`src/rtl/core/stq_pkg.sv`:
```
// ----------------------------------------------------------------------------
// Same-track request queue package
// Shared types and constants for the queue cells and top level.
// ----------------------------------------------------------------------------
`timescale 1ns / 1ps

package stq_pkg;

    localparam int unsigned QUEUE_DEPTH = 64;
    localparam int unsigned TRACK_BITS  = 10;
    localparam int unsigned SECTOR_BITS = 5;
    localparam int unsigned ARRIVAL_BITS = 32;

    typedef enum logic {
        CMD_ENQ = 1'b0,
        CMD_DEQ = 1'b1
    } t_cmd;

    typedef enum logic [1:0] {
        ST_OK    = 2'd0,
        ST_EMPTY = 2'd1,
        ST_FULL  = 2'd2
    } t_status;

    typedef struct packed {
        logic enq;
        logic deq;
        logic any_found;
    } t_cell_ctl;

endpackage

```
`src/rtl/core/stq_cell.sv`:
```
// ----------------------------------------------------------------------------
// Same-track request queue cell
// One queue slot: compares its track, ripples the first-match flag and
// takes data from a neighbor or from the incoming item.
// ----------------------------------------------------------------------------
`timescale 1ns / 1ps

module stq_cell #(
    parameter int unsigned TRACK_BITS = stq_pkg::TRACK_BITS
) (
    input  logic                              i_clk,
    input  stq_pkg::t_cell_ctl                i_ctl,
    input  logic                              i_held,
    input  logic                              i_tail,
    input  logic [TRACK_BITS-1:0]             i_req_track,
    input  logic [stq_pkg::SECTOR_BITS-1:0]   i_req_sector,
    input  logic [stq_pkg::ARRIVAL_BITS-1:0]  i_req_arrival,
    input  logic                              i_found,
    input  logic                              i_ins,
    output logic                              o_found,
    output logic                              o_ins,
    input  logic [TRACK_BITS-1:0]             i_prev_track,
    input  logic [stq_pkg::SECTOR_BITS-1:0]   i_prev_sector,
    input  logic [stq_pkg::ARRIVAL_BITS-1:0]  i_prev_arrival,
    input  logic [TRACK_BITS-1:0]             i_next_track,
    input  logic [stq_pkg::SECTOR_BITS-1:0]   i_next_sector,
    input  logic [stq_pkg::ARRIVAL_BITS-1:0]  i_next_arrival,
    output logic [TRACK_BITS-1:0]             o_track,
    output logic [stq_pkg::SECTOR_BITS-1:0]   o_sector,
    output logic [stq_pkg::ARRIVAL_BITS-1:0]  o_arrival
);

    logic [TRACK_BITS-1:0]            r_track,   n_track;
    logic [stq_pkg::SECTOR_BITS-1:0]  r_sector,  n_sector;
    logic [stq_pkg::ARRIVAL_BITS-1:0] r_arrival, n_arrival;
    logic                             w_match;

    assign w_match = i_held && (r_track == i_req_track);
    assign o_found = i_found | w_match;
    assign o_ins   = w_match & ~i_found;

    always_comb begin
        n_track   = r_track;
        n_sector  = r_sector;
        n_arrival = r_arrival;
        if (i_ctl.enq) begin
            if (i_ins || (i_tail && !i_ctl.any_found)) begin
                n_track   = i_req_track;
                n_sector  = i_req_sector;
                n_arrival = i_req_arrival;
            end else if (i_found) begin
                n_track   = i_prev_track;
                n_sector  = i_prev_sector;
                n_arrival = i_prev_arrival;
            end
        end else if (i_ctl.deq) begin
            n_track   = i_next_track;
            n_sector  = i_next_sector;
            n_arrival = i_next_arrival;
        end
    end

    always_ff @(posedge i_clk) begin
        r_track   <= n_track;
        r_sector  <= n_sector;
        r_arrival <= n_arrival;
    end

    assign o_track   = r_track;
    assign o_sector  = r_sector;
    assign o_arrival = r_arrival;

endmodule

```
`config.mk`:
```
export PLATFORM = sky130hd
export DESIGN_NAME = stq_cell
export DESIGN_NICKNAME = d
export VERILOG_FILES = /design/src/rtl/core/stq_pkg.sv /design/src/rtl/core/stq_cell.sv
export SDC_FILE = /design/constraint.sdc
export NUM_CORES = 1
export LEC_CHECK = 0
export ABC_AREA = 1
export BUFFER_PORTS_ARGS = -buffer_cell sky130_fd_sc_hd__buf_2
export CELL_PAD_IN_SITES_DETAIL_PLACEMENT = 0
export CELL_PAD_IN_SITES_GLOBAL_PLACEMENT = 1
export CORE_UTILIZATION = 24
export DETAILED_ROUTE_END_ITERATION = 7
export GPL_ROUTABILITY_DRIVEN = 1
export PLACE_DENSITY = 0.87
export SLEW_MARGIN = 20
export SYNTH_ARGS = -nofsm -noshare
export SYNTH_HDL_FRONTEND = slang
export SYNTH_SLANG_ARGS = --single-unit
```
`constraint.sdc`:
```
create_clock -name i_clk -period 3.19 [get_ports i_clk]
set_clock_uncertainty 0.05 [all_clocks]
set_input_delay 0.1595 -clock i_clk [delete_from_list [all_inputs] [get_ports i_clk]]
set_output_delay 0.1595 -clock i_clk [all_outputs]
set_load 0.01 [all_outputs]
```
; Yosys cells after proc, flatten, opt, wreduce, memory -nomap -nowiden
; Index checks and enable logic that the tools add are counted.
[word_totals]
reg_bits = 47
latchBits = 0
mem_bits_rw = 0
rom_bits = 0
inputBits = 149
out_inout_bits = 49
wordCells = 26
mem_count = 0
[classes]
add_sub_neg = 0
mul = 0
n_div = 0
magnitude_cmp = 0
eq_ne = 2
shift = 0
mux = 12
bitwise_logic = 3
n_reduce_logical = 6
[ops]
columns = operator, n
row1 = 32-bit two-way mux, 4
row2 = 10-bit two-way mux, 4
row3 = 5-bit two-way mux, 4
row4 = 10-bit == test, 1
row5 = "3-bit by 1-bit inequality test with 1-bit output, second input constant", 1
row6 = 1-bit logical AND, 2
row7 = 2-bit AND reduction, 1
row8 = 2-bit nonzero test, 1
row9 = 1-bit bitwise AND, 1
row10 = 1-bit logical NOT, 1
row11 = 1-bit logical OR, 1
row12 = 1-bit inverter, 1
row13 = 1-bit OR, 1

; Longest topological paths before layout
; Gate-level depths: netlist of the first run.
[logic_depth]
word_depth = 5
depth_mapped = 8
ltp_nobuf = 8

; Least setup slack after synthesis of the first run
; OpenSTA, ideal clock, no wires.
[synth_path]
path_kind = input port to flip-flop
from = in i_ctl[2] (netlist name)
to = reg r_arrival (netlist bit o_arrival[0]) (enable)
setup_ns = 0.480
arrival_ns = 2.943
required_time_ns = 2.660
setup_slack_ns = -0.283
stages = 2
n_path_buf = 1
cell_sequence = clkbuf_1 > a31oi_1
[synth_via]
elab_chain_len = 2
word_cells_on_any_way = 3
classes_between = eq/ne (1) / reduce/logical (2)
[synth_rtl]
columns = item, line
row1 = from (decl), stq_cell.sv:12  ; input stq_pkg::t_cell_ctl i_ctl,
row2 = 3-bit by 1-bit inequality test with 1-bit output (no source line) or 2-bit nonzero test (tied branches), n/a
row3 = 2-bit AND reduction (no source line) (*), n/a
row4 = to (signal assigned), stq_cell.sv:66  ; r_arrival <= n_arrival;
row5 = to (decl), stq_cell.sv:35  ; logic [stq_pkg::ARRIVAL_BITS-1:0] r_arrival, n_arrival;
; Every way passes the cells marked *; elsewhere a longest branch is shown, timed or not.
; A chain may end at the register's enable or synchronous reset.

; Worst setup path in the final report of the first run
[layout_path]
from = in i_ctl[2] (netlist name)
to = reg r_arrival (netlist bit o_arrival[6]), data pin
[layout_via]
elab_chain_len = 1
[layout_rtl]
columns = item, line
row1 = 32-bit two-way mux, stq_cell.sv:46  ; if (i_ctl.enq) begin
row2 = "named net n_arrival, one bit", stq_cell.sv:35
; The timed path passes the listed nets, and every way through them passes these cells.

==> results of run 1 <==
==> through the flow <==
| step | util | cells | hold slack, ns | total power [mW] |
|---|---|---|---|---|
| after global routing | 0.3599 | 643 | 0.07956 | 1.677 |
| after CTS | 0.3599 | 643 | 0.06991 | 1.607 |
| after global placement | 0.3515 | 635 | 0.3922 | 1.218 |
| final | 0.3602 | 644 | 0.08150 | 1.580 |
| after detailed placement | 0.3515 | 635 | 0.3952 | 1.229 |
| after floorplan | - | 319 | 0.3007 | 1.017 |
==> cells in the final DEF (no fill, tap or decap) <==
| cell type | synthesis | layout |
|---|---|---|
| edfxtp_1 | 47 | 47 |
| or2_2 | 1 | 1 |
| inv_2 | 1 | 1 |
| buf_4 | 0 | 3 |
| nand3_1 | 1 | 1 |
| nand2_1 | 75 | 75 |
| clkbuf_8 | 0 | 5 |
| nor2_1 | 54 | 54 |
| o21ai_0 | 61 | 61 |
| xnor2_1 | 1 | 1 |
| a21oi_4 | 1 | 1 |
| buf_2 | 7 | 197 |
| clkinvlp_4 | 0 | 1 |
| inv_6 | 0 | 1 |
| clkbuf_1 | 4 | 1 |
| diode_2 | 0 | 1 |
| o21ai_1 | 34 | 34 |
| a31oi_4 | 0 | 1 |
| inv_1 | 22 | 22 |
==> power breakdown <==
| part | leakage, nW | switching [mW] | internal (mW) |
|---|---|---|---|
| clock | 0.0418 | 0.215 | 0.158 |
| sequential | 0.476 | 0.0307 | 0.781 |
| combinational | 1.33 | 0.225 | 0.171 |
| total | 1.85 | 0.470 | 1.11 |
==> logic make-up after synthesis <==
| group | synth area share |
|---|---|
| simple gates | 0.1878 |
| xor+xnor | 0.003320 |
| buf+inv | 0.08535 |
| flops | 0.5348 |
| compound gates | 0.1887 |
==> how the worst max path moves through the flow <==
stage / from / to / slack, ns / cells after the start
2_1_floorplan: i_ctl[2] / o_arrival[0] / 0.77 / 3
3_3_place_gp: i_ctl[2] / o_arrival[6] / 0.88 / 5
3_5_place_dp: i_ctl[2] / o_arrival[1] / 0.77 / 5
4_1_cts: i_ctl[2] / o_arrival[6] / 1.13 / 5
5_1_grt: i_ctl[2] / o_track[9] / 0.95 / 5
6_report: i_ctl[2] / o_arrival[6] / 1.13 / 5
==> tightest hold or removal path, cell delays in order <==
cell,delay (ns)
buf_2,0.08
nand2_1,0.04
o21ai_0,0.06
==> state kept, by name, indices dropped and copies added (netlist names) <==
| name | flops |
|---|---|
| o_track | 10 |
| o_arrival | 32 |
| o_sector | 5 |
==> layer usage <==
layer | routed length [um] | global-route usage | vias to the layer above
li1 | - | - | 1435
met1 | 3431 | 0.1765 | 1279
met2 | 4200 | 0.2765 | 125
met3 | 798 | 0.04802 | 5
met4 | 79 | 0.03718 | 0
met5 | 0 | 0 | -
==> layout make-up <==
class	instances	area (um^2)	area share
sequential	47	1411	0.3729
multi-input combinational	229	1017	0.2688
antenna	1	2.502	0.0006612
inverter	23	86.33	0.02281
clock buffer	6	72.57	0.01917
timing repair buffer	200	1008	0.2664
tap	136	170.2	0.04496
clock inverter	2	16.27	0.004298
==> reports/metrics.yaml, run 1 <==
synth:
  syn_nets: 468
  synth_edf_count: 47
  synthCells: 319
  ys_seq_area_frac: 0.5349
  synthArstFlopShare: 0
  synth_top_area_frac: 0.5349
  synth_area_leaders: "edfxtp_1, o21ai_0, nand2_1"
  synth.cell_area_um2: 2639
  synth.largest_area_cell: "edfxtp_1"
  synth_most_common_cell: "nand2_1"
  synth.distinct_cells: 16
  ys_seq_elements: 47
  synth_commonest_cells: "nand2_1, o21ai_0, nor2_1, edfxtp_1, o21ai_1"
  avgSynthCellArea_um2: 8.272
  yosys_warnings: 0
  synth_ff_type: "edfxtp_1"
min_path:
  hold_class: "in2reg"
  hold_start: "i_next_arrival[0]"
  hold-path-cell-count: 3
  min_delay_worst_endpoint: "o_arrival[0]"
clock_network:
  cts_buffer_depth: 2
  clkSinkCount: 47
  hold_buffers: 0
  clockRootBuffer: "clkbuf_8"
  cts_buffers: 5
  postCtsResizedCells: 0
  post-cts-setup-buffers: 0
  path_clk_slew_ns: 0.10
  cts_tree: "yes"
  h-tree-depth: 2
sta:
  setup_tns_ns: 0
  fin_crit_sh: 0.6456
  finalSetupViolCount: 0
  fin_ws_ns: 1.130
  tightest_slew_ns: 0.9712
  finalCriticalPeriod_ns: 2.060
  maxSlewHeadroom: 0.3518
  max_freq_mhz: 485.6
  rsz0062_at_grt: "false"
  hold_violations: 0
  maxSlewViolCount: 0
drt:
  drtAntennaViolNets: 0
  post-route-drc-count: 0
  wl_per_cell_um: 13.21
  dr.pass1.iters: 5
  via_count: 2844
  post_drt_via_cell_ratio: 4.416
  drtIter0Drc: 142
  routed_wl_um: 8510
placed_design:
  dpl.hpwl_um: 6403
  pre_cts_ws_ns: 0.7723
  portBuffers: 197
  dpl-instance-area_um2: 3694
  routabilityCongestion: 0.8234
critical_path:
  cp_max_fo: 50
  cp-start-kind: "primary input"
  cpLargestDelayFamily: "buffers and inverters"
  critPathBufInv: 3
  worstPathCellList: "buf_2, inv_1, buf_4, nand2_1, o21ai_0"
  cp_slowest_cell: "inv_1"
  required_ns: 3.19
  max_stage_delay_ns: 0.69
  cp.arrival_ns: 2.06
  critical_path_class: "in2reg"
  end_kind: "flop"
pwr:
  p_leak_nw: 1.846
  power-per-cell-area_nw_per_um2: 417.5
  vdd_drop_max_uv: 172.6
layout:
  fillers: 1124
  area_growth_pct: 43.43
  final_nets: 655
  postLayoutCellArea_um2: 3785
  drive_gt1_frac: 0.4162
floorplan:
  initial_core_util: 0.2511
  num_rows: 37
  fp.dieH_um: 106.9
  ios: 198
  die_area_um2: 11420
  core_area_um2: 10510
  fp.dieW_um: 106.9
global_route:
  grt_start_max_net_pins: 51
  antenna_found_initial: 0
  track_usage: 0.1538
  grt_overflow_total: 0
  grt_pass1_wl_um: 13610
  grt_pass1_vias: 2893
status:
  status: "finished, final reports clean"
flow_run:
  cap_violations: 0
Note: power is estimated with default switching activity, not from simulation.
==> run 2: changes to the inputs <==
--- a/config.mk
+++ b/config.mk
@@ -9,10 +9,10 @@
 export BUFFER_PORTS_ARGS = -buffer_cell sky130_fd_sc_hd__buf_2
 export CELL_PAD_IN_SITES_DETAIL_PLACEMENT = 0
 export CELL_PAD_IN_SITES_GLOBAL_PLACEMENT = 1
-export CORE_UTILIZATION = 24
+export CORE_UTILIZATION = 27
 export DETAILED_ROUTE_END_ITERATION = 7
 export GPL_ROUTABILITY_DRIVEN = 1
-export PLACE_DENSITY = 0.87
+export PLACE_DENSITY = 0.91
 export SLEW_MARGIN = 20
 export SYNTH_ARGS = -nofsm -noshare
 export SYNTH_HDL_FRONTEND = slang
==> constraint.sdc (replaced) <==
create_clock -name i_clk -period 2.03 [get_ports i_clk]
set_clock_uncertainty 0.05 [all_clocks]
set_input_delay 0.1015 -clock i_clk [delete_from_list [all_inputs] [get_ports i_clk]]
set_output_delay 0.1015 -clock i_clk [all_outputs]
set_load 0.01 [all_outputs]
==> run 2 against run 1 <==
Net effect: combinational power grew 58%; critical path depth grew 1; clock-buffer cell count shrank 1; highest routed layer unchanged.
==> reports/metrics.yaml, run 2 (synthesized netlist as in run 1, its figures left out) <==
status:
  status: "finished, final reports clean"
global_route:
  track_usage: 0.1610  # +0.007181
  antenna_found_initial: 0  # unchanged
  grt_pass1_vias: 2772  # -4.2%
  grt_pass1_wl_um: 12570  # -7.6%
  grt_overflow_total: 0  # unchanged
  grt_start_max_net_pins: 48  # -5.9%
sta:
  finalSetupViolCount: 0  # unchanged
  rsz0062_at_grt: "false"
  finalCriticalPeriod_ns: 1.604
  setup_tns_ns: 0  # unchanged
  maxSlewHeadroom: 0.4265  # +0.07473
  hold_ws_ns: 0.03341  # -0.04809 ns
  max_freq_mhz: 623.3
  hold_violations: 0  # unchanged
  fin_crit_sh: 0.7903
  tightest_slew_ns: 0.8590  # -0.1123 ns
  maxSlewViolCount: 0  # unchanged
layout:
  layout_common_cells: "buf_2, nand2_1, o21ai_0, nor2_1, edfxtp_1"
  largest_reg_flops: 32  # unchanged
  layout_commonest_cell: "buf_2"
  antenna_cells: 0  # -1
  postLayoutCellArea_um2: 3820  # +0.93%
  drive_gt1_frac: 0.4185  # +0.002294
  fillers: 1023  # -9.0%
  final_nets: 657  # +0.31%
  area_growth_pct: 44.76
  fin_cells: 638  # -0.93%
drt:
  via_count: 2892  # +1.7%
  post_drt_via_cell_ratio: 4.533  # +2.6%
  wl_per_cell_um: 13.04  # -1.3%
  drtAntennaViolNets: 0  # unchanged
  post-route-drc-count: 0  # unchanged
  routed_wl_um: 8322  # -2.2%
  drtIter0Drc: 85  # -40%
  dr.pass1.iters: 4  # -1
clock_network:
  cts_buffer_depth: 2  # unchanged
  post-cts-setup-buffers: 0  # unchanged
  clkSinkCount: 47  # unchanged
  hold_buffers: 0  # unchanged
  cts_tree: "yes"
  path_clk_slew_ns: 0.09  # about the same
  cts_buffers: 5  # unchanged
  clockRootBuffer: "clkbuf_8"
  h-tree-depth: 2  # unchanged
  postCtsResizedCells: 0  # unchanged
floorplan:
  core_area_um2: 9371  # -11%
  fp.dieW_um: 100.9  # -5.6%
  num_rows: 35  # -5.4%
  die_area_um2: 10170  # -11%
  initial_core_util: 0.2816  # +0.03047
  ios: 198  # unchanged
  fp.dieH_um: 100.9  # -5.6%
placed_design:
  dpl-instance-area_um2: 3712  # +0.51%
  routabilityCongestion: 0.7678  # -6.8%
  dp.cells: 630  # -0.79%
  dpl.hpwl_um: 6221  # -2.9%
  portBuffers: 197  # unchanged
flow_run:
  cap_violations: 0  # unchanged
critical_path:
  cp.arrival_ns: 1.45  # -0.61 ns
  critPathBufInv: 1  # -2
  path_depth: 6  # +1
  end_kind: "output port"
  required_ns: 1.88  # -1.31 ns
  max_stage_delay_ns: 0.43  # -0.26 ns
  worstPathCellList: "xnor2_1, nand2_1, nor2_1, nand3_1, nor2_1, buf_2"
  cp_max_fo: 2  # -96%
  cp_slowest_cell: "edfxtp_1"
  cpLargestDelayFamily: "flip-flops"
  crit_path_start: "o_track[0]"
  critical_path_class: "reg2out"
  cp-start-kind: "flop"
  cp_common_cell: "nor2_1"
min_path:
  hold_class: "in2reg"
  hold-path-cell-count: 3  # unchanged
  hold_start: "i_next_arrival[12]"
pwr:
  vdd_drop_max_uv: 261.9  # +52%
  power-per-cell-area_nw_per_um2: 675.5  # +62%
  p_leak_nw: 1.875  # +1.6%
[run 2: cell count changes in the layout (fill, tap and decap cells not counted)]
cell / previous run / this run
buf_12: 0 / 1
buf_4: 3 / 4
bufinv_16: 0 / 1
clkbuf_1: 1 / 0
clkinv_1: 0 / 1
clkinv_2: 0 / 1
clkinvlp_4: 1 / 0
diode_2: 1 / 0
inv_6: 1 / 0
[run 2: path summary, 6_finish.rpt]
kind       endpoint
min   o_arrival[12]
max           o_ins
[run 2: area by class of cell]
cell class                 count  area, um^2  share of cell area
clock buffer                   5       68.82             0.01802
clock inverter                 3       38.79             0.01015
inverter                      23       86.33             0.02260
multi-input combinational    229        1017              0.2663
sequential                    47        1411              0.3695
tap                          129       161.4             0.04225
timing repair buffer         202        1036              0.2712
[run 2: per-stage QoR]
| stage | utilization | total power, mW | setup WS (ns) |
|---|---|---|---|
| floorplan | - | 1.599 | 0.2198 |
| CTS | 0.4076 | 2.620 | 0.4181 |
| detailed placement | 0.3961 | 1.931 | 0.4894 |
| global route | 0.4076 | 2.727 | 0.3406 |
| finish | 0.4076 | 2.580 | 0.4256 |
| global placement | 0.3961 | 1.916 | 0.5417 |
[run 2: layer usage]
metal | vias to the layer above | global-route usage | part of all wire
met4 | 0 | 0.05797 | 0.021
met3 | 15 | 0.04924 | 0.096
met5 | - | 0 | 0
met1 | 1280 | 0.1678 | 0.39
met2 | 160 | 0.3030 | 0.49
li1 | 1437 | - | -
[run 2: report_power, final]
group | total [mW] | switching [mW] | internal (mW) | leakage, nW
Sequential | 1.27 | 0.0486 | 1.23 | 0.476
Combinational | 0.626 | 0.351 | 0.275 | 1.34
Clock | 0.680 | 0.319 | 0.361 | 0.0556
==> run 3: changes to the inputs <==
==> constraint.sdc (replaced) <==
create_clock -name i_clk -period 1.5 [get_ports i_clk]
set_clock_uncertainty 0.05 [all_clocks]
set_input_delay 0.075 -clock i_clk [delete_from_list [all_inputs] [get_ports i_clk]]
set_output_delay 0.075 -clock i_clk [all_outputs]
set_load 0.01 [all_outputs]
==> run 3 against run 2 <==
Net effect: the flow now finishes with violations (setup timing); power grew 29%; global-route usage grew 0.36 points; hold slack worse by 0.020 ns; highest routed layer unchanged; clock power up 7.5%; critical path depth did not move; largest cell class unchanged; largest power group unchanged.
==> reports/metrics.yaml, run 3 (synthesized netlist as in run 1, its figures left out) <==
status:
  status: "finished, violations left"
  violations: "setup timing"
sta:
  max_freq_mhz: 661.6
  rsz0062_at_grt: "true"
  finalCriticalPeriod_ns: 1.512
  maxSlewHeadroom: 0.4351  # +0.008575
  hold_violations: 0  # unchanged
  finalSetupViolCount: 1  # +1
  setup_tns_ns: -0.01157  # -0.01157 ns
  fin_crit_sh: 1.008
  tightest_slew_ns: 0.8461  # -0.01284 ns
  maxSlewViolCount: 0  # unchanged
  fin_ws_ns: -0.01157  # -0.4372 ns
min_path:
  hold_class: "in2reg"
  hold-path-cell-count: 3  # unchanged
  min_delay_worst_endpoint: "o_arrival[10]"
  hold_start: "i_next_arrival[10]"
critical_path:
  required_ns: 1.37  # -0.51 ns
  cp-start-kind: "flop"
  cp_max_fo: 2  # unchanged
  max_stage_delay_ns: 0.41  # -0.02 ns
  end_kind: "output port"
  cp.arrival_ns: 1.39  # -0.06 ns
  cp_common_cell: "nor2_1"
  critical_path_class: "reg2out"
  worstPathCellList: "xnor2_1, nand2_1, nor2_1, nand3_1, nor2_1, buf_2"
  cp_slowest_cell: "edfxtp_1"
clock_network:
  clockRootBuffer: "clkbuf_8"
  cts_buffer_depth: 2  # unchanged
  path_clk_slew_ns: 0.09  # about the same
  clkSinkCount: 47  # unchanged
  cts_tree: "yes"
  cts_buffers: 5  # unchanged
  h-tree-depth: 2  # unchanged
flow_run:
  cap_violations: 0  # unchanged
pwr:
  power-per-cell-area_nw_per_um2: 855.1  # +27%
  vdd_drop_max_uv: 353.9  # +35%
  clockPowerShare: 0.219  # -0.044
  p_int_mw: 2.371  # +27%
  combPwrFrac: 0.266  # +0.023
  switching_share: 0.2895  # +0.01131
  power.switching_mw: 0.9661  # +35%
  p_seq_frac: 0.515  # +0.021
  p_leak_nw: 1.913  # +2.0%
  finalPower_mw: 3.337  # +29%
drt:
  via_count: 2900  # +0.28%
  dr.pass1.iters: 4  # unchanged
  post_drt_via_cell_ratio: 4.482  # -1.1%
  wl_per_cell_um: 12.84  # -1.6%
  drtAntennaViolNets: 0  # unchanged
  post-route-drc-count: 0  # unchanged
  routed_wl_um: 8305  # -0.20%
  drtIter0Drc: 84  # -1.2%
placed_design:
  routabilityCongestion: 0.7912  # +3.0%
  portBuffers: 197  # unchanged
  dpl.hpwl_um: 6458  # +3.8%
layout:
  drive_gt1_frac: 0.4228  # +0.004312
  layout_common_cells: "buf_2, nand2_1, o21ai_0, nor2_1, edfxtp_1"
  area_growth_pct: 47.89
  largest_reg_flops: 32  # unchanged
  layout_commonest_cell: "buf_2"
  final_nets: 667  # +1.5%
  antenna_cells: 0  # unchanged
global_route:
  antenna_found_initial: 0  # unchanged
  track_usage: 0.1646  # +0.003619
  grt_pass1_vias: 2782  # +0.36%
  grt_start_max_net_pins: 48  # unchanged
  grt_pass1_wl_um: 12940  # +2.9%
  grt_overflow_total: 0  # unchanged
floorplan:
  ios: 198  # unchanged
  fp.dieW_um: 100.9  # unchanged
  fp.dieH_um: 100.9  # unchanged
  die_area_um2: 10170  # unchanged
  core_area_um2: 9371  # unchanged
  initial_core_util: 0.2816  # unchanged
  num_rows: 35  # unchanged
## run 3: changes by cell type in the layout (fill, tap and decap cells not counted)
| cell | previous run | this run |
|---|---|---|
| buf_4 | 4 | 9 |
| or2_4 | 0 | 1 |
| inv_12 | 0 | 1 |
| dlygate4sd3_1 | 0 | 4 |
| inv_1 | 22 | 21 |
| bufinv_16 | 1 | 0 |
| buf_12 | 1 | 2 |
| or2_2 | 1 | 0 |
## run 3: power by group through the flow
| stage | logic (mW) | clock network [mW] | registers [mW] |
|---|---|---|---|
| global route | 0.992 | 0.814 | 1.74 |
| detailed placement | 0.883 | 0 | 1.75 |
| global placement | 0.871 | 0 | 1.75 |
| finish | 0.889 | 0.731 | 1.72 |
| floorplan | 0.320 | 0 | 1.85 |
| CTS | 0.901 | 0.771 | 1.72 |
## run 3: critical path: cells and delay by family, from the launching register on
kind / cells / cell delay [ns]
AND/OR/NAND/NOR: 4 / 0.38
flip-flops: 1 / 0.41
XOR/XNOR: 1 / 0.17
buffers and inverters: 1 / 0.13
## run 3: metal layers
metal / up-vias / track usage / part of all wire / wire, um
li1: 1457 / - / - / -
met1: 1288 / 0.1919 / 0.40 / 3352
met2: 151 / 0.3035 / 0.50 / 4191
met3: 4 / 0.03675 / 0.085 / 705
met4: 0 / 0.04236 / 0.0066 / 55
met5: - / 0 / 0 / 0
## run 3: layout make-up
class / instances / area, um^2
clock buffer: 5 / 68.82
clock inverter: 2 / 8.758
fill: 993 / 5469
inverter: 23 / 98.84
multi-input combinational: 229 / 1020
sequential: 47 / 1411
tap: 129 / 161.4
timing repair buffer: 212 / 1134
## run 3: what timing repair did
action	4_1_cts	5_1_grt
hold buffers	4	0
resized for setup	1	0
endpoints found under the setup margin	2	2
setup buffers	1	0
pin swaps	1	1
hold endpoints to repair	4	0
## run 3: worst max path at each step
stage	from	end	slack, ns
global placement	i_ctl[0]	o_arrival[10]	0.09
CTS	o_track[4]	o_ins	-0.04
finish	o_track[0]	o_ins	-0.01
detailed placement	i_ctl[0]	o_arrival[31]	-0.01
floorplan	i_ctl[0]	o_arrival[0]	-0.17
global route	o_track[0]	o_ins	-0.20
## run 3: metrics by stage
stage | std cells | utilization | cell area (um^2) | hold WS, ns | setup slack (ns)
2_1_floorplan | 319 | - | 2676 | 0.1475 | -0.1676
3_3_place_gp | 635 | 0.4028 | 3775 | 0.3052 | 0.08548
3_5_place_dp | 635 | 0.4028 | 3775 | 0.3098 | -0.01141
4_1_cts | 647 | 0.4164 | 3902 | 0.0003978 | -0.04072
5_1_grt | 647 | 0.4164 | 3902 | 0.005292 | -0.2039
6_report | 647 | 0.4164 | 3902 | 0.01318 | -0.01157
